[config.mk]
export PLATFORM = sky130hd
export DESIGN_NAME = tlr_div
export DESIGN_NICKNAME = d
export VERILOG_FILES = /design/src/hdl/tlr_pkg.sv /design/src/hdl/tlr_div.sv
export SDC_FILE = /design/constraint.sdc
export NUM_CORES = 1
export LEC_CHECK = 0
export BUFFER_PORTS_ARGS = -buffer_cell sky130_fd_sc_hd__buf_4
export CAP_MARGIN = 10
export CORE_UTILIZATION = 59
export DETAILED_ROUTE_END_ITERATION = 8
export PLACE_DENSITY = 0.91
export SLEW_MARGIN = 20
export SYNTH_ARGS = -nofsm -noshare
export SYNTH_HDL_FRONTEND = slang
export SYNTH_SLANG_ARGS = --single-unit
export TNS_END_PERCENT = 1
[constraint.sdc]
create_clock -name clk -period 5 [get_ports clk]
set_input_delay 0.75 -clock clk [delete_from_list [all_inputs] [get_ports clk]]
set_output_delay 0.75 -clock clk [all_outputs]
set_load 0.05 [all_outputs]
[src/hdl/tlr_pkg.sv]
// ----------------------------------------------------------------------------
// tlr_pkg
// Shared constants and codes of the triangle and line rasterizer.
// ----------------------------------------------------------------------------
package tlr_pkg;

  localparam int DEF_MAX_WIDTH  = 128;
  localparam int DEF_MAX_HEIGHT = 128;
  localparam int DEF_FRAC_BITS  = 16;

  localparam int COORD_W  = 12;  // vertex coordinate, signed
  localparam int DELTA_W  = 14;  // vertex difference, signed
  localparam int PIX_W    = 14;  // pixel coordinate and counters, signed
  localparam int COLOR_W  = 32;
  localparam int COUNT_W  = 15;
  localparam int KIND_W   = 2;

  localparam int CFG_IDX_W  = 2;
  localparam int CFG_DATA_W = 8;

  localparam logic [CFG_IDX_W-1:0] CFG_SCREEN_WIDTH  = 2'd0;
  localparam logic [CFG_IDX_W-1:0] CFG_SCREEN_HEIGHT = 2'd1;

  localparam logic [CFG_DATA_W-1:0] SCREEN_RESET = 8'd128;

  localparam logic [COUNT_W-1:0] COUNT_MAX = '1;

  typedef enum logic [KIND_W-1:0] {
    KIND_LINE    = 2'd0,
    KIND_OUTLINE = 2'd1,
    KIND_FILL    = 2'd2,
    KIND_READ    = 2'd3
  } kind_t;

endpackage

[src/hdl/tlr_div.sv]
// ----------------------------------------------------------------------------
// tlr_div
// Radix-2 restoring divider for fixed-point slopes: (num << FRAC) / den,
// truncated toward zero, one quotient bit per cycle.
// ----------------------------------------------------------------------------
module tlr_div #(
  parameter int FRAC_BITS = tlr_pkg::DEF_FRAC_BITS,
  parameter int POS_W     = tlr_pkg::DEF_FRAC_BITS + 15
) (
  input  logic                                clk,
  input  logic                                rst,
  input  logic                                start,
  input  logic signed [tlr_pkg::DELTA_W-1:0]  num,
  input  logic signed [tlr_pkg::DELTA_W-1:0]  den,
  output logic                                done,
  output logic signed [POS_W-1:0]             quot
);

  localparam int MAG_W = tlr_pkg::DELTA_W - 1;
  localparam int DW    = MAG_W + FRAC_BITS;
  localparam int CNT_W = $clog2(DW + 1);

  logic             busy;
  logic [CNT_W-1:0] cnt;
  logic [DW-1:0]    dvd;
  logic [DW-1:0]    q;
  logic [MAG_W-1:0] rem;
  logic [MAG_W-1:0] den_mag;
  logic             neg;

  logic signed [tlr_pkg::DELTA_W-1:0] num_abs;
  logic signed [tlr_pkg::DELTA_W-1:0] den_abs;
  logic [MAG_W:0]                     rem_sh;
  logic                               fits;
  logic [MAG_W-1:0]                   rem_next;
  logic [DW-1:0]                      q_next;
  logic signed [POS_W-1:0]            q_ext;

  always_comb begin
    num_abs  = num[tlr_pkg::DELTA_W-1] ? -num : num;
    den_abs  = den[tlr_pkg::DELTA_W-1] ? -den : den;
    rem_sh   = {rem, dvd[DW-1]};
    fits     = rem_sh >= {1'b0, den_mag};
    rem_next = fits ? MAG_W'(rem_sh - {1'b0, den_mag}) : rem_sh[MAG_W-1:0];
    q_next   = {q[DW-2:0], fits};
    q_ext    = POS_W'(q_next);
  end

  always_ff @(posedge clk) begin
    if (rst) begin
      busy <= 1'b0;
      done <= 1'b0;
      cnt  <= '0;
    end else begin
      done <= 1'b0;
      if (start) begin
        busy <= 1'b1;
        cnt  <= '0;
      end else if (busy) begin
        cnt <= cnt + CNT_W'(1);
        if (cnt == CNT_W'(DW - 1)) begin
          busy <= 1'b0;
          done <= 1'b1;
        end
      end
    end
  end

  always_ff @(posedge clk) begin
    if (start) begin
      dvd     <= {num_abs[MAG_W-1:0], {FRAC_BITS{1'b0}}};
      den_mag <= den_abs[MAG_W-1:0];
      q       <= '0;
      rem     <= '0;
      neg     <= num[tlr_pkg::DELTA_W-1] ^ den[tlr_pkg::DELTA_W-1];
    end else if (busy) begin
      dvd <= {dvd[DW-2:0], 1'b0};
      q   <= q_next;
      rem <= rem_next;
      if (cnt == CNT_W'(DW - 1)) begin
        quot <= neg ? -q_ext : q_ext;
      end
    end
  end

endmodule

==> results by group <==
Place
  • GPL Wtd Cong: 0.9294
  • IO Port Bufs: 62
  • DP HPWL: 7215 um

Power
  • Leakage dissipation: 2.548 nW
  • Total Power: 0.001809 W
  • PD cells: 285.6 nW/um^2
  • VDD IR-drop max: 0.0001518 V

Synth
  • Netlist cell types: 59
  • Leading cell type by number of instances after synthesis: edfxtp_1
  • Largest area contributor in the netlist: edfxtp_1
  • Top FF cell, synth: edfxtp_1
  • Synthesis Warnings: 0
  • Post-synth ARST share: 0%
  • Register area share after synthesis: 48.18%
  • Synthesized area per cell: 10.39 sq um
  • Largest cells by area after synthesis: edfxtp_1 31%, dfxtp_1 17%, xnor2_1 6.9%
  • EDFF count, synth: 58
  • List of most frequent post-synthesis cells: 58 x edfxtp_1, 56 x nor2_1, 48 x dfxtp_1
  • Cells after Synth: 540
  • Yosys top cell area share: 31.05%
  • Synthesized area: 5609 sq um
  • Synth Net Count: 590
  • Synthesized flop and latch total: 106

GRT
  • Antenna violations before repair: 0
  • GRT Total Usage: 22.69%
  • Grt ovf: 0
  • Vias in the first global route: 3946
  • Global-route wire length before repair: 17910 um
  • Largest net degree at the start of global routing: 79

Critical path
  • Worst Path Required: 5.12 ns
  • Critical Path Sink Type: flip-flop
  • CP Data Arrival Time: 4.30 ns
  • Startpoint class of the critical path: flip-flop
  • CP Max Fanout: 10
  • Setup Crit Path Kind: flip-flop to flip-flop
  • R2R cell count: 13

Layout
  • Area delta synth->final: 12.92%
  • Core Util, Final: 68.54%
  • Layout cell share with drive strength beyond 1: 16.92%
  • N_diodes: 0
  • Filler cells: 685
  • Final nets: 636

Clock network
  • Clock slew at reported path FFs: 0.10 ns
  • Number of buffers created by CTS: 9
  • Hold_buf cts: 0
  • CTS max path bufs: 2
  • Later-pin clock latency in the skew report: 0.37 ns
  • Post-CTS Setup Bufs: 0
  • H-tree Lvls: 3
  • CTS tree: yes
  • CTS sink cnt: 106
  • CTS resizes: 0
  • Root Buffer: clkbuf_8

Floorplanning
  • Die width: 99.51 um
  • Die Y: 99.51 um
  • Core Footprint: 9240 sq um
  • Num ports: 63
  • Die area: 9901 sq um
  • Initial core utilization: 60.70%
  • Rows: 35

Timing
  • Max Slew Vio Count: 0
  • Fmax: 239.2 MHz
  • Tmin final: 4.181 ns
  • Slew headroom: 37.97%
  • Tcrit/Tclk final: 83.62%
  • Slew @ Worst Pin: 0.9305 ns
  • Setup violators final: 0
  • RSZ-0062 raised after global routing: false
  • Clock Skews: 0.01277 ns
  • Sum of negative setup slack: 0 ns
  • Final hold vios: 0

Min path
  • HP Class: flip-flop to flip-flop
  • Cells on Worst Hold Path: 2

Detailed routing
  • Antenna Nets Post-Route: 0
  • Vias: 4130
  • Final WL: 10630 um
  • DRC Markers: 0
  • DR WL/cell: 14.77 um
  • Vias per inst: 5.736
  • Initial drt markers: 203
  • DRT Pass-1 Iters: 4

Flow run
  • Max-Cap Viols: 0

Status
  • Status: finished, final reports clean
final cells by class:
type / count / area, sq um / area share (%)
Clock inverter: 3 / 28.78 / 0.4544
Inverter: 26 / 97.59 / 1.541
Tap cell: 129 / 161.4 / 2.548
Timing Repair Buffer: 64 / 480.5 / 7.586
Sequential cell: 106 / 2704 / 42.69
Multi-Input combinational cell: 379 / 2691 / 42.49
Clock buffer: 13 / 170.2 / 2.687
worst max-delay path, cell delays in order (launching register included):
cell,delay (ns)
edfxtp_1,0.38
inv_1,0.10
ha_1,0.20
fa_1,0.24
nor2b_1,0.08
o2111ai_1,0.23
nand2_1,0.21
a221oi_4,0.59
ha_1,0.27
or3b_2,0.49
or3_1,0.44
or2_2,0.33
o31ai_1,0.27
xnor2_1,0.10
where the power goes:
group	internal (W)	switching [W]
combinational	0.000128	0.000168
sequential	0.000959	0.0000216
clock	0.000232	0.000301
cells in the final DEF, fill, tap and decap left out, drive strengths merged, types with 9 or more instances in the layout:
master,n
o31ai,22
nand2,36
xnor2,44
inv,28
a21oi,19
xor2,18
o41ai,9
nor2,56
edfxtp,58
ha,18
nor3,12
or3,11
mux2i,32
clkbuf,13
dfxtp,48
buf,64
o21ai,21
cell families after synthesis:
| logic type | Yosys count | share of synthesized area, % |
|---|---|---|
| AOI/OAI and AO/OA | 100 | 13.21 |
| xor gates and xnor gates | 62 | 9.681 |
| adders and majority gates | 19 | 4.372 |
| buffers and inverters | 55 | 3.881 |
| DFF | 106 | 48.18 |
| muxes | 37 | 6.714 |
| and+or+nand+nor | 161 | 13.96 |
sequential cells by signal, summed over array words and instances, names as in the netlist:
register and flops:
rem 13, busy 1, q 28, done 1
den_mag 13, quot 31, dvd 13, cnt 5
neg 1
metrics by stage:
step                      worst slack, ns  hold WS (ns)  std cells  area, sq um
after floorplan                     1.303        0.4509        540         5609
after global placement              1.085        0.4671        704         6135
after detailed placement           0.9054        0.4805        704         6135
after CTS                          0.8358        0.5010        720         6334
after global routing               0.6202        0.5474        720         6334
final                              0.8188        0.5063        720         6334
layer usage:
metal	vias up	routed length, um	global-route usage [%]	share of wire [%]
met5	-	0	0	0
met4	0	157	7.805	1.5
met3	15	511	4.146	4.8
met2	128	5254	40.01	49
met1	1944	4709	27.99	44
li1	2043	-	-	-
final timing paths:
path / startpoint / slack (ns) / end
worst max-delay path: dvd[28]$_DFFE_PP_ / 0.82 / quot[22]$_DFFE_PP_
worst min-delay path: rem[10]$_SDFFE_PP0P_ / 0.51 / rem[10]$_SDFFE_PP0P_
worst max register to register: dvd[28]$_DFFE_PP_ / 0.82 / quot[22]$_DFFE_PP_
worst min register to register: rem[10]$_SDFFE_PP0P_ / 0.51 / rem[10]$_SDFFE_PP0P_
No activity file was read; power rests on OpenSTA's default activity.
